File: src/rtl/rational_arith_unit_assert.svh
// ----------------------------------------------------------------------------
// Assertion macros for the rational arithmetic unit
// Concurrent assertion wrappers, empty when SYNTHESIS is defined.
// ----------------------------------------------------------------------------
`ifndef RATIONAL_ARITH_UNIT_ASSERT_SVH
`define RATIONAL_ARITH_UNIT_ASSERT_SVH
`ifndef SYNTHESIS
`define RAU_ASSERT(label, clk, rst, prop) \
   label: assert property (@(posedge clk) disable iff (rst) prop) \
      else $error("assertion failed");
`define RAU_ASSERT_NR(label, clk, prop) \
   label: assert property (@(posedge clk) prop) else $error("assertion failed");
`else
`define RAU_ASSERT(label, clk, rst, prop)
`define RAU_ASSERT_NR(label, clk, prop)
`endif
`endif

File: src/rtl/rau_pkg.sv
// ----------------------------------------------------------------------------
// rau_pkg
// Opcodes, status codes and widths for the rational arithmetic unit.
// ----------------------------------------------------------------------------
package rau_pkg;
   localparam int PW = 64;
   typedef enum logic [3:0] {
      OP_MAKE = 4'd0, OP_NEG = 4'd1, OP_ADD = 4'd2, OP_SUB = 4'd3,
      OP_MUL = 4'd4, OP_DIV = 4'd5, OP_EQ = 4'd6, OP_NE = 4'd7,
      OP_LT = 4'd8, OP_LE = 4'd9
   } op_type;
   localparam logic [1:0] ST_OK = 2'd0;
   localparam logic [1:0] ST_ZZ = 2'd1;
   localparam logic [1:0] ST_OVF = 2'd2;
   typedef struct packed {
      logic start;
      logic busy;
   } mul_ctl_type;
endpackage

File: src/rtl/rau_mul.sv
// ----------------------------------------------------------------------------
// rau_mul
// Bit-serial 32x32 unsigned multiplier, one multiplier bit per cycle.
// ----------------------------------------------------------------------------
module rau_mul
   import rau_pkg::*;
(
   input  logic              clock,
   input  logic              reset,
   input  logic              start,
   input  logic [31:0]       x,
   input  logic [31:0]       y,
   output mul_ctl_type       ctl,
   output logic [PW-1:0]     prod
);
   logic [PW-1:0] acc_ff, acc_in, mc_ff, mc_in;
   logic [31:0]   mp_ff, mp_in;
   logic [5:0]    cnt_ff, cnt_in;
   logic          busy_ff, busy_in;

   always_comb begin
      acc_in = acc_ff; mc_in = mc_ff; mp_in = mp_ff; cnt_in = cnt_ff; busy_in = busy_ff;
      if (start) begin
         acc_in = '0; mc_in = {32'd0, x}; mp_in = y; cnt_in = 6'd0; busy_in = 1'b1;
      end else if (busy_ff) begin
         if (mp_ff[0]) acc_in = acc_ff + mc_ff;
         mc_in = {mc_ff[PW-2:0], 1'b0};
         mp_in = {1'b0, mp_ff[31:1]};
         cnt_in = cnt_ff + 6'd1;
         if (cnt_ff == 6'd31) busy_in = 1'b0;
      end
   end

   always_ff @(posedge clock) begin
      acc_ff <= acc_in; mc_ff <= mc_in; mp_ff <= mp_in; cnt_ff <= cnt_in;
      if (reset) busy_ff <= 1'b0;
      else busy_ff <= busy_in;
   end

   assign ctl.start = start;
   assign ctl.busy  = busy_ff;
   assign prod = acc_ff;
endmodule

File: src/rtl/rau_gcd.sv
// ----------------------------------------------------------------------------
// rau_gcd
// Binary gcd, then restoring division of both values by it, bit-serial.
// ----------------------------------------------------------------------------
module rau_gcd
   import rau_pkg::*;
(
   input  logic          clock,
   input  logic          reset,
   input  logic          start,
   input  logic [PW-1:0] n_in,
   input  logic [PW-1:0] d_in,
   output logic          done,
   output logic [PW-1:0] q_num,
   output logic [PW-1:0] q_den
);
   typedef enum logic [2:0] {G_IDLE, G_SHIFT, G_RUN, G_DIVN, G_DIVD, G_DONE} gstate_type;
   gstate_type st_ff;
   logic [PW-1:0] u_ff, v_ff, g_ff, rem_ff, dv_ff, qn_ff, qd_ff;
   logic [6:0] k_ff, cnt_ff;
   logic [PW:0] trial;

   assign trial = {rem_ff, dv_ff[PW-1]} - {1'b0, g_ff};

   always_ff @(posedge clock) begin
      if (reset) begin
         st_ff <= G_IDLE;
         done <= 1'b0;
      end else begin
         done <= (st_ff == G_DONE);
         case (st_ff)
            G_IDLE: if (start) begin
               u_ff <= n_in; v_ff <= d_in; qn_ff <= n_in; qd_ff <= d_in;
               k_ff <= '0; st_ff <= G_SHIFT;
            end
            G_SHIFT: begin
               if (!u_ff[0] && !v_ff[0]) begin
                  u_ff <= u_ff >> 1; v_ff <= v_ff >> 1; k_ff <= k_ff + 7'd1;
               end else st_ff <= G_RUN;
            end
            G_RUN: begin
               if (u_ff == '0) begin
                  g_ff <= v_ff << k_ff[5:0];
                  rem_ff <= '0; dv_ff <= qn_ff; cnt_ff <= '0; st_ff <= G_DIVN;
               end else if (!u_ff[0]) u_ff <= u_ff >> 1;
               else if (!v_ff[0]) v_ff <= v_ff >> 1;
               else if (u_ff >= v_ff) u_ff <= (u_ff - v_ff) >> 1;
               else v_ff <= (v_ff - u_ff) >> 1;
            end
            G_DIVN, G_DIVD: begin
               if (cnt_ff == 7'(PW - 1)) begin
                  cnt_ff <= '0; rem_ff <= '0;
                  if (st_ff == G_DIVN) begin
                     qn_ff <= {dv_ff[PW-2:0], !trial[PW]};
                     dv_ff <= qd_ff; st_ff <= G_DIVD;
                  end else begin
                     qd_ff <= {dv_ff[PW-2:0], !trial[PW]};
                     st_ff <= G_DONE;
                  end
               end else begin
                  if (!trial[PW]) begin
                     rem_ff <= trial[PW-1:0]; dv_ff <= {dv_ff[PW-2:0], 1'b1};
                  end else begin
                     rem_ff <= {rem_ff[PW-2:0], dv_ff[PW-1]}; dv_ff <= {dv_ff[PW-2:0], 1'b0};
                  end
                  cnt_ff <= cnt_ff + 7'd1;
               end
            end
            G_DONE: st_ff <= G_IDLE;
            default: st_ff <= G_IDLE;
         endcase
      end
   end

   assign q_num = qn_ff;
   assign q_den = qd_ff;
endmodule

File: src/rtl/rational_arith_unit.sv
// ----------------------------------------------------------------------------
// rational_arith_unit
// Fraction arithmetic and compares with gcd reduction, serial datapath.
// ----------------------------------------------------------------------------
// channel  dir  handshake          payload
// req      in   req_tvalid/tready  tdata: op, a_num, a_den, b_num, b_den
// rsp      out  rsp_tvalid/tready  tdata: res_num, res_den, cmp_true, status
// One item at a time. Three serial 32-bit products, then, for arithmetic only,
// a binary gcd on 64-bit values and two 64-bit divisions; compares skip the
// gcd and the divisions.
// Synchronous active-high reset idles the unit. A held result stalls req.
module rational_arith_unit
   import rau_pkg::*;
#(
   parameter int WIDTH = 32
)
(
   input  logic         clock,
   input  logic         reset,
   input  logic         req_tvalid,
   output logic         req_tready,
   input  logic [135:0] req_tdata,  // op[3:0], a_num, a_den, b_num, b_den, zero pad
   output logic         rsp_tvalid,
   input  logic         rsp_tready,
   output logic [71:0]  rsp_tdata   // res_num[31:0], res_den[62:32], cmp_true, status[65:64]
);
`include "rational_arith_unit_assert.svh"
   typedef enum logic [2:0] {S_IDLE, S_M1, S_M2, S_M3, S_COMB, S_GCD, S_FIN, S_OUT} state_type;
   state_type st_ff;
   op_type op_ff;
   logic signed [31:0] an_ff, ad_ff, bn_ff, bd_ff;
   logic [PW-1:0] p1_ff, p2_ff, p3_ff, mn_ff, md_ff;
   logic sn_ff, sd_ff;
   logic [31:0] mx, my;
   logic mstart, gstart, gdone;
   mul_ctl_type mctl;
   logic [PW-1:0] prod, qn, qd;
   logic [71:0] out_ff;
   logic [PW-1:0] lim;
   logic neg;
   logic s1, s2;
   logic signed [PW:0] l1, l2;
   logic sn_in, sd_in, done_in;
   logic [PW-1:0] mn_in, md_in;
   logic [71:0] out_in;

   function automatic logic [31:0] mag(input logic signed [31:0] v);
      mag = v[31] ? 32'(-v) : 32'(v);
   endfunction

   assign lim = (64'd1 << (WIDTH - 1)) - 64'd1;
   assign req_tready = (st_ff == S_IDLE);
   assign rsp_tvalid = (st_ff == S_OUT);
   assign rsp_tdata = out_ff;

   // mul uses |an|*|bn| in the second product slot
   always_comb begin
      mx = mag(an_ff); my = mag(bd_ff);
      case (st_ff)
         S_M2: begin mx = mag((op_ff == OP_MUL) ? an_ff : ad_ff); my = mag(bn_ff); end
         S_M3: begin mx = mag(ad_ff); my = mag(bd_ff); end
         default: begin mx = mag(an_ff); my = mag(bd_ff); end
      endcase
   end

   rau_mul u_mul (.clock(clock), .reset(reset), .start(mstart), .x(mx), .y(my),
      .ctl(mctl), .prod(prod));
   rau_gcd u_gcd (.clock(clock), .reset(reset), .start(gstart), .n_in(mn_ff),
      .d_in(md_ff), .done(gdone), .q_num(qn), .q_den(qd));

   logic started_ff;
   assign mstart = (st_ff == S_M1 || st_ff == S_M2 || st_ff == S_M3) && !started_ff;
   assign gstart = (st_ff == S_GCD) && !started_ff && (mn_ff != '0) && (md_ff != '0);
   assign neg = sn_ff != sd_ff;
   assign s1 = (an_ff[31] != bd_ff[31]) && (p1_ff != '0);
   assign s2 = ((ad_ff[31] != bn_ff[31]) ^ (op_ff == OP_SUB)) && (p2_ff != '0);
   assign l1 = s1 ? -$signed({1'b0, p1_ff}) : $signed({1'b0, p1_ff});
   assign l2 = (ad_ff[31] != bn_ff[31]) && (p2_ff != '0) ? -$signed({1'b0, p2_ff})
             : $signed({1'b0, p2_ff});

   always_comb begin
      sn_in = 1'b0; mn_in = '0;
      sd_in = ad_ff[31] != bd_ff[31]; md_in = p3_ff;
      out_in = '0; done_in = 1'b1;
      case (op_ff)
         OP_MAKE, OP_NEG: begin
            sn_in = an_ff[31] ^ (op_ff == OP_NEG);
            mn_in = {32'd0, mag(an_ff)};
            sd_in = ad_ff[31]; md_in = {32'd0, mag(ad_ff)};
            done_in = 1'b0;
         end
         OP_ADD, OP_SUB: begin
            if (s1 == s2) begin sn_in = s1; mn_in = p1_ff + p2_ff; end
            else if (p1_ff >= p2_ff) begin sn_in = s1; mn_in = p1_ff - p2_ff; end
            else begin sn_in = s2; mn_in = p2_ff - p1_ff; end
            done_in = 1'b0;
         end
         OP_MUL: begin
            sn_in = an_ff[31] != bn_ff[31]; mn_in = p2_ff;
            done_in = 1'b0;
         end
         OP_DIV: begin
            sn_in = an_ff[31] != bd_ff[31]; mn_in = p1_ff;
            sd_in = ad_ff[31] != bn_ff[31]; md_in = p2_ff;
            done_in = 1'b0;
         end
         OP_EQ: out_in[63] = (an_ff == bn_ff && ad_ff == bd_ff);
         OP_NE: out_in[63] = (an_ff != bn_ff || ad_ff != bd_ff);
         OP_LT: out_in[63] = (l1 < l2);
         OP_LE: out_in[63] = (l1 <= l2);
         default: ;
      endcase
   end

   always_ff @(posedge clock) begin
      if (reset) begin
         st_ff <= S_IDLE;
         started_ff <= 1'b0;
      end else begin
         case (st_ff)
            S_IDLE: if (req_tvalid) begin
               op_ff <= op_type'(req_tdata[3:0]);
               an_ff <= req_tdata[35:4]; ad_ff <= req_tdata[67:36];
               bn_ff <= req_tdata[99:68]; bd_ff <= req_tdata[131:100];
               started_ff <= 1'b0; st_ff <= S_M1;
            end
            S_M1, S_M2, S_M3: begin
               if (!started_ff) started_ff <= 1'b1;
               else if (!mctl.busy) begin
                  started_ff <= 1'b0;
                  case (st_ff)
                     S_M1: begin p1_ff <= prod; st_ff <= S_M2; end
                     S_M2: begin p2_ff <= prod; st_ff <= S_M3; end
                     default: begin p3_ff <= prod; st_ff <= S_COMB; end
                  endcase
               end
            end
            S_COMB: begin
               sn_ff <= sn_in; mn_ff <= mn_in;
               sd_ff <= sd_in; md_ff <= md_in;
               out_ff <= out_in;
               st_ff <= done_in ? S_OUT : S_GCD;
            end
            S_GCD: begin
               if (mn_ff == '0 || md_ff == '0) begin
                  st_ff <= S_OUT;
                  if (mn_ff == '0 && md_ff == '0) out_ff <= {6'd0, ST_ZZ, 64'd0};
                  else if (md_ff == '0) out_ff <= 72'd1;
                  else out_ff <= 72'd1 << 32;
               end else if (!started_ff) started_ff <= 1'b1;
               else if (gdone) begin
                  started_ff <= 1'b0; st_ff <= S_FIN;
               end
            end
            S_FIN: begin
               st_ff <= S_OUT;
               if (qd > lim || qn > (neg ? lim + 64'd1 : lim))
                  out_ff <= {6'd0, ST_OVF, 64'd0};
               else
                  out_ff <= {6'd0, ST_OK, 1'b0, qd[30:0],
                     neg ? 32'(-qn[31:0]) : qn[31:0]};
            end
            S_OUT: if (rsp_tready) st_ff <= S_IDLE;
            default: st_ff <= S_IDLE;
         endcase
      end
   end

   `RAU_ASSERT(a_excl, clock, reset, !(req_tready && rsp_tvalid))
   `RAU_ASSERT(a_hold, clock, reset, rsp_tvalid && !rsp_tready |=> $stable(rsp_tdata))
   `RAU_ASSERT(a_st, clock, reset, rsp_tvalid |-> rsp_tdata[65:64] != 2'd3)
endmodule
File: config.mk
export PLATFORM = sky130hd
export DESIGN_NAME = rational_arith_unit
export DESIGN_NICKNAME = d
export VERILOG_FILES = /design/src/rtl/rau_pkg.sv /design/src/rtl/rau_mul.sv /design/src/rtl/rau_gcd.sv /design/src/rtl/rational_arith_unit.sv
export VERILOG_INCLUDE_DIRS = /design/src /design/src/rtl
export SDC_FILE = /design/constraint.sdc
export NUM_CORES = 2
export LEC_CHECK = 0
export BUFFER_PORTS_ARGS = -buffer_cell sky130_fd_sc_hd__buf_4
export CORE_ASPECT_RATIO = 0.8
export CORE_MARGIN = 2
export CORE_UTILIZATION = 55
export CTS_CLUSTER_SIZE = 14
export DETAILED_ROUTE_END_ITERATION = 6
export HOLD_SLACK_MARGIN = 0.1
export PLACE_DENSITY = 0.81
export SLEW_MARGIN = 0
export SYNTH_ARGS = -nofsm -noshare
export SYNTH_HDL_FRONTEND = slang
export SYNTH_SLANG_ARGS = --single-unit
File: constraint.sdc
create_clock -name clock -period 10.3 [get_ports clock]
set_input_delay 0.515 -clock clock [delete_from_list [all_inputs] [get_ports clock]]
set_output_delay 0.515 -clock clock [all_outputs]
set_load 0.02 [all_outputs]
# After elaboration in Yosys (flattened, before gate mapping)
# Index checks and enable logic that the tools add are counted.
dict set report word_totals {
  inputBits 140
  reg_bits 1163
  word_cells 271
  out_inout_bits 74
}
dict set report op_classes {
  n_shift 1
  magnitude_cmp 6
  addsub 18
  eq_ne 54
  bitwise 5
  reduce_logical 62
  n_mux 91
}
# cell n
set op_table {}
lappend op_table {{$mux 64} 24}
lappend op_table {{$pmux 64 s2} 5}
lappend op_table {{$mux 32} 13}
lappend op_table {{$pmux 64 s3} 2}
lappend op_table {{$pmux 64 s4} 1}
lappend op_table {{$reduce_bool 64->1} 4}
lappend op_table {{$sub 64x64->64} 4}
lappend op_table {{$pmux 72 s3} 1}
lappend op_table {{$mux 65} 3}
lappend op_table {{$logic_not 64->1} 3}
lappend op_table {{$neg 32->32} 6}
lappend op_table {{$neg 64->65} 2}
lappend op_table {{$add 64x64->64} 2}
lappend op_table {{$ge 64x64->1} 2}
lappend op_table {{$mux 72} 1}
lappend op_table {{$mux 66} 1}
lappend op_table {{$le 65x65->1} 1}
lappend op_table {{$lt 65x65->1} 1}
lappend op_table {{$sub 65x64->65} 1}
lappend op_table {{$eq 32x32->1} 2}
lappend op_table {{$gt 64x31->1 const B} 1}
lappend op_table {{$gt 64x32->1} 1}
lappend op_table {{$ne 32x32->1} 2}
lappend op_table {{$pmux 32 s2} 1}
lappend op_table {{49 further kinds} 153}

# Logic depth before layout (Yosys ltp)
dict set report logic_depth {
  depth_word 6
  mapped_depth 26
}

# Modules after synthesis
# Synthesis repeated with hierarchy kept, for this count alone.
dict set report hier_totals {
  cells_unflattened 9520
  area_unflattened_um2 86276.5
}
# module seq_area_each_um2 n_inst area_each_um2 cells_per_inst
set by_module_without_submodules {}
lappend by_module_without_submodules {rational_arith_unit 15695.1 1 40990.6 4504}
lappend by_module_without_submodules {rau_gcd 13923.4 1 35281.3 3941}
lappend by_module_without_submodules {rau_mul 3983.8 1 10004.6 1075}

# Worst setup path before layout
# No wires, ideal clock.
dict set report synth_path {
  kind {input to register}
  from {input reset}
  to {register ad_ff[0], enable pin}
  setup_slack_ns -1.028
  stages 3
  required_ns 9.488
  arrival_ns 10.516
  setup_ns 0.812
  path_cell_list {clkbuf_1 clkbuf_1 nor3b_1}
}
dict set report synth_via {
  elab_chain_len 2
}
# item line_no
set synth_rtl {}
lappend synth_rtl {{start: declaration} rational_arith_unit.sv:19} ;# input logic reset,
lappend synth_rtl {{$not 1->1 (no source line)} n/a}
lappend synth_rtl {{$reduce_and 3->1 (no source line)} n/a}
lappend synth_rtl {{end signal: assignment} rational_arith_unit.sv:123} ;# an_ff <= req_tdata[35:4]; ad_ff <= req_tdata[67:36];
lappend synth_rtl {{end: declaration} rational_arith_unit.sv:31} ;# logic signed [31:0] an_ff, ad_ff, bn_ff, bd_ff;
# No other way between the ends.
# A chain may end at the register's enable or synchronous reset.

# Final worst setup path
dict set report layout_path {
  from {register p2_ff[16]}
  to {register out_ff[63], in the netlist rsp_tdata[63] (data pin)}
}
dict set report layout_via {
  elab_chain_len 6
  word_cells_on_any_way 8
  cone_classes {add/sub: 1; order compare: 2; mux: 3; reduce/logical: 2}
}
# item line_no
set layout_rtl {}
lappend layout_rtl {{start: declaration} rational_arith_unit.sv:32} ;# logic [PW-1:0] p1_ff, p2_ff, p3_ff, mn_ff, md_ff;
lappend layout_rtl {{start signal: assignment} rational_arith_unit.sv:133} ;# S_M2: begin p2_ff <= prod; st_ff <= S_M3; end
lappend layout_rtl {{branches (longest 2 deep; another with $neg 64->65)} n/a}
lappend layout_rtl {{$mux 65 (*)} rational_arith_unit.sv:78} ;# assign l2 = (ad_ff[31] != bn_ff[31]) && (p2_ff != '0) ? -$signed({1'b0, p2_ff})
lappend layout_rtl {{$le 65x65->1 / $lt 65x65->1 (equally long branches)} {rational_arith_unit.sv:110, rational_arith_unit.sv:109}}
lappend layout_rtl {{$pmux 1 s4 (*)} rational_arith_unit.sv:85} ;# case (op_ff)
lappend layout_rtl {{$pmux 72 s3 (*)} rational_arith_unit.sv:120} ;# case (st_ff)
lappend layout_rtl {{end signal: assignment} rational_arith_unit.sv:141} ;# out_ff <= out_in;
lappend layout_rtl {{end signal: assignment} rational_arith_unit.sv:147} ;# if (mn_ff == '0 && md_ff == '0) out_ff <= {6'd0, ST_ZZ, 64'd0};
lappend layout_rtl {{end signal: assignment} rational_arith_unit.sv:149} ;# else out_ff <= 72'd1 << 32;
lappend layout_rtl {{end: declaration} rational_arith_unit.sv:38} ;# logic [71:0] out_ff;
# Mark *: on every way between the ends.

==> results by group <==
Finish
  • Fin nets: 10,134
  • Share of cells above drive strength 1: 6.85%
  • Commonest non-fill, non-tap cells in the layout: nand2_1, edfxtp_1, a21oi_1
  • Commonest non-fill, non-tap cell in the layout: nand2_1
  • Area Growth Syn to Fin: 9.71%

Floorplanning
  • # IOs: 214
  • Rows: 128
  • Die X: 442 um
  • Die area: 157,000 um^2
  • Starting Density: 55.5%
  • DIE HEIGHT: 355 um
  • Core area: 152,000 um^2

Critical path
  • CP Launch Point: p2_ff[16]
  • Crit. End Element: register
  • Crit path arrival time: 8.32 ns
  • CP Launch Type: register
  • Crit path kind: reg2reg
  • Reg2reg end: rsp_tdata[63]
  • Required time of the critical path: 10.95 ns
  • Worst r2r src: p2_ff[16]
  • Buf+Inv Stages, Crit Path: 1
  • Max incr delay on CP: 0.90 ns
  • Max FO, Critical Path: 6
  • CP top delay family: simple AND/OR/NAND/NOR gates
  • Slowest CP cell: o41ai_1
  • R2R Setup Slk: 2.63 ns
  • Worst R2R Path Depth: 25
  • Top cell by count, worst path: nand2_1

Hold path
  • Hold Path Sink: st_ff[2]
  • Hold path start: req_tvalid
  • Worst hold path cell count: 3
  • Hold crit path type: in2reg

Clock network
  • Clock insertion delay at the later pin of the skew report: 0.82 ns
  • Clock sink total: 1,156
  • Num CTS Buffers: 118
  • Post-CTS Setup Bufs: 0
  • Htree depth: 3
  • CTS tree: yes
  • CTS Buffer Depth: 3
  • Root buf cell: clkbuf_16
  • Clock Pin Slew Worst Setup and Hold Paths: 0.07 ns

Logic synthesis
  • Sequential-to-total area share from yosys stat: 39.8%
  • Syn Std Cell Area: 84,500 um^2
  • Yosys reg bits: 1,156
  • Top_reg_cell synth: edfxtp_1
  • Yosys cell types: 102
  • Avg Synthesized Cell Area: 8.97 um^2
  • Ys Warns: 0
  • Gate Count Post-Synth: 9,414
  • Post-synth EDFFs: 1,045
  • Async SR Flop Fraction: 0%

Global route
  • Pin count of the biggest net entering global routing: 164
  • Vias in the first global route: 71,551
  • GRT Total Usage: 41.4%
  • First-pass GRT wire length: 485,000 um
  • Initial antenna violation count: 23
  • GRT overflow: 0

Timing
  • Slew @ Worst Pin: 1.39 ns
  • Highest clock rate: 0.130 GHz
  • Worst rel slew slack: 6.17%
  • Final period utilization: 74.5%
  • RSZ-0062 raised after global routing: no
  • Fin crit period: 7.67 ns
  • Slew Viols, Final: 0
  • Worst Skew: 0.0820 ns
  • Setup violators final: 0
  • Fin Setup TNS: 0 ns
  • Final hold violation count: 0

Routing
  • Initial DRC count: 12,155
  • Vias per inst: 6.75
  • TritonRoute pass-1 iters: 7
  • Routed via count: 78,000
  • Post-DR wirelength/cell: 29.0 um
  • Post-route ant nets: 0
  • Final WL: 335,000 um
  • DR DRC count: 1

Power and ir drop
  • P_leak: 36.2 nW
  • Power Density: 191 nW/um^2
  • Total power: 17.7 mW
  • Max VDD drop: 0.240 mV

Placed design
  • DP HPWL: 254,000 um
  • PortBufs: 203
  • Global placement routability congestion: 1.04

Status
  • Failing checks: design-rule violations
  • Status: finished, violations left

Job
  • Max_cap viols: 0
## routing by layer
| layer | global-route usage, % | wire length [um] | up-vias |
|---|---|---|---|
| met1 | 59.5 | 137000 | 37439 |
| met4 | 16.3 | 15500 | 14 |
| met3 | 12.7 | 47400 | 778 |
| met2 | 57.9 | 135000 | 5356 |
| met5 | 0 | 75 | - |
| li1 | - | - | 34413 |
## worst reg2reg max path, stage by stage (launching register included)
cell and delay [ns]:
edfxtp_1 0.51, inv_1 0.17, nand4_1 0.17, nor3_1 0.46
and4_1 0.47, nand2_1 0.21, nor2_1 0.24, nand2_1 0.12
nor3_1 0.42, nand2_1 0.23, nor2_1 0.52, and2_1 0.27
a41oi_1 0.15, xnor2_1 0.18, ha_1 0.31, nand4_1 0.09
nor2_1 0.22, nand2_1 0.17, nor3_1 0.46, nand3_1 0.33
o41ai_1 0.90, a21oi_1 0.08, o221ai_1 0.13, mux2i_1 0.41
o211ai_1 0.16, a21oi_1 0.17
## final cells by class
type,count,area (um^2)
Clock inverter,89,842
Clock buffer,137,3060
Timing Repair Buffer,434,3600
Inverter,480,1800
Fill cell,12858,59600
Multi-Input combinational cell,7245,47200
Tap cell,2015,2520
Sequential cell,1156,33600
Antenna cell,2,5.00
## worst max path at each step
stage | to | slack [ns] | cells past startpoint
after floorplan | u_gcd.q_den[0] | 2.30 | 7
after global placement | rsp_tdata[63] | 2.84 | 23
after detailed placement | rsp_tdata[63] | 2.70 | 23
after CTS | rsp_tdata[63] | 2.69 | 23
after global routing | rsp_tdata[63] | 2.26 | 23
final | rsp_tdata[63] | 2.63 | 25
## cell families (layout without fill, tap and decap cells)
| group | after synthesis | count (layout) | share of synthesized area (%) |
|---|---|---|---|
| adders and majority gates | 559 | 559 | 8.34 |
| other | 1 | 8 | 0.00444 |
| muxes | 256 | 256 | 3.79 |
| and+or+nand+nor | 2895 | 2895 | 15.5 |
| buffers and inverters | 1018 | 1140 | 4.65 |
| AOI/OAI and AO/OA | 2847 | 2847 | 20.9 |
| xor gates and xnor gates | 682 | 682 | 7.10 |
| DFF | 1156 | 1156 | 39.8 |
## state kept, by name, summed over array words and instances, names as in the netlist, 64 cells and up
name,cells
u_mul.prod,64
u_gcd.q_den,64
u_gcd.dv_ff,64
p3_ff,64
p1_ff,64
p2_ff,64
u_mul.mc_ff,64
u_gcd.q_num,64
u_gcd.u_ff,64
md_ff,64
u_gcd.v_ff,64
mn_ff,64
u_gcd.rem_ff,64
u_gcd.g_ff,64
rsp_tdata,66
## stage by stage
step | instance area, um^2 | util (%) | instances | setup WS (ns) | hold WS [ns]
floorplan | 84500 | - | 9419 | 2.30 | 0.452
global placement | 87400 | 57.4 | 11197 | 2.84 | 0.470
detailed placement | 87400 | 57.4 | 11197 | 2.70 | 0.497
CTS | 92700 | 60.8 | 11556 | 2.69 | 0.163
global route | 92700 | 60.8 | 11556 | 2.26 | 0.223
finish | 92700 | 60.8 | 11558 | 2.63 | 0.235
## power by group
group / leakage (nW) / switching [mW] / internal (mW)
combinational: 23.8 / 4.29 / 2.21
sequential: 10.5 / 0.778 / 5.93
clock: 1.89 / 2.06 / 2.38
total: 36.2 / 7.13 / 10.5
## Yosys cell counts, drive strengths merged, types with 63 or more instances
| master | count | share of area (%) |
|---|---|---|
| buf | 90 | 0.53 |
| a31oi | 155 | 1.2 |
| nor2b | 65 | 0.48 |
| edfxtp | 1045 | 37 |
| ha | 552 | 8.2 |
| xnor2 | 415 | 4.3 |
| o21bai | 115 | 1.0 |
| o21ai | 769 | 4.6 |
| nor3 | 123 | 0.73 |
| nand2 | 1191 | 5.3 |
| inv | 475 | 2.1 |
| nand4 | 136 | 1.0 |
| a21oi | 830 | 4.9 |
| mux2i | 196 | 2.3 |
| dfxtp | 111 | 2.6 |
| and2 | 72 | 0.53 |
| nand2b | 63 | 0.47 |
| a21o | 207 | 1.8 |
| o31ai | 93 | 0.86 |
| nor2 | 795 | 3.5 |
| xor2 | 267 | 2.8 |
| a22oi | 212 | 1.9 |
| clkbuf | 448 | 2.0 |
| nand3 | 117 | 0.70 |
| nor4 | 148 | 1.1 |
## repair_timing
action	CTS	global route
endpoints found under the hold margin	133	0
resized for setup	0	0
hold buffers	133	0
(Power assumes the default switching activity.)
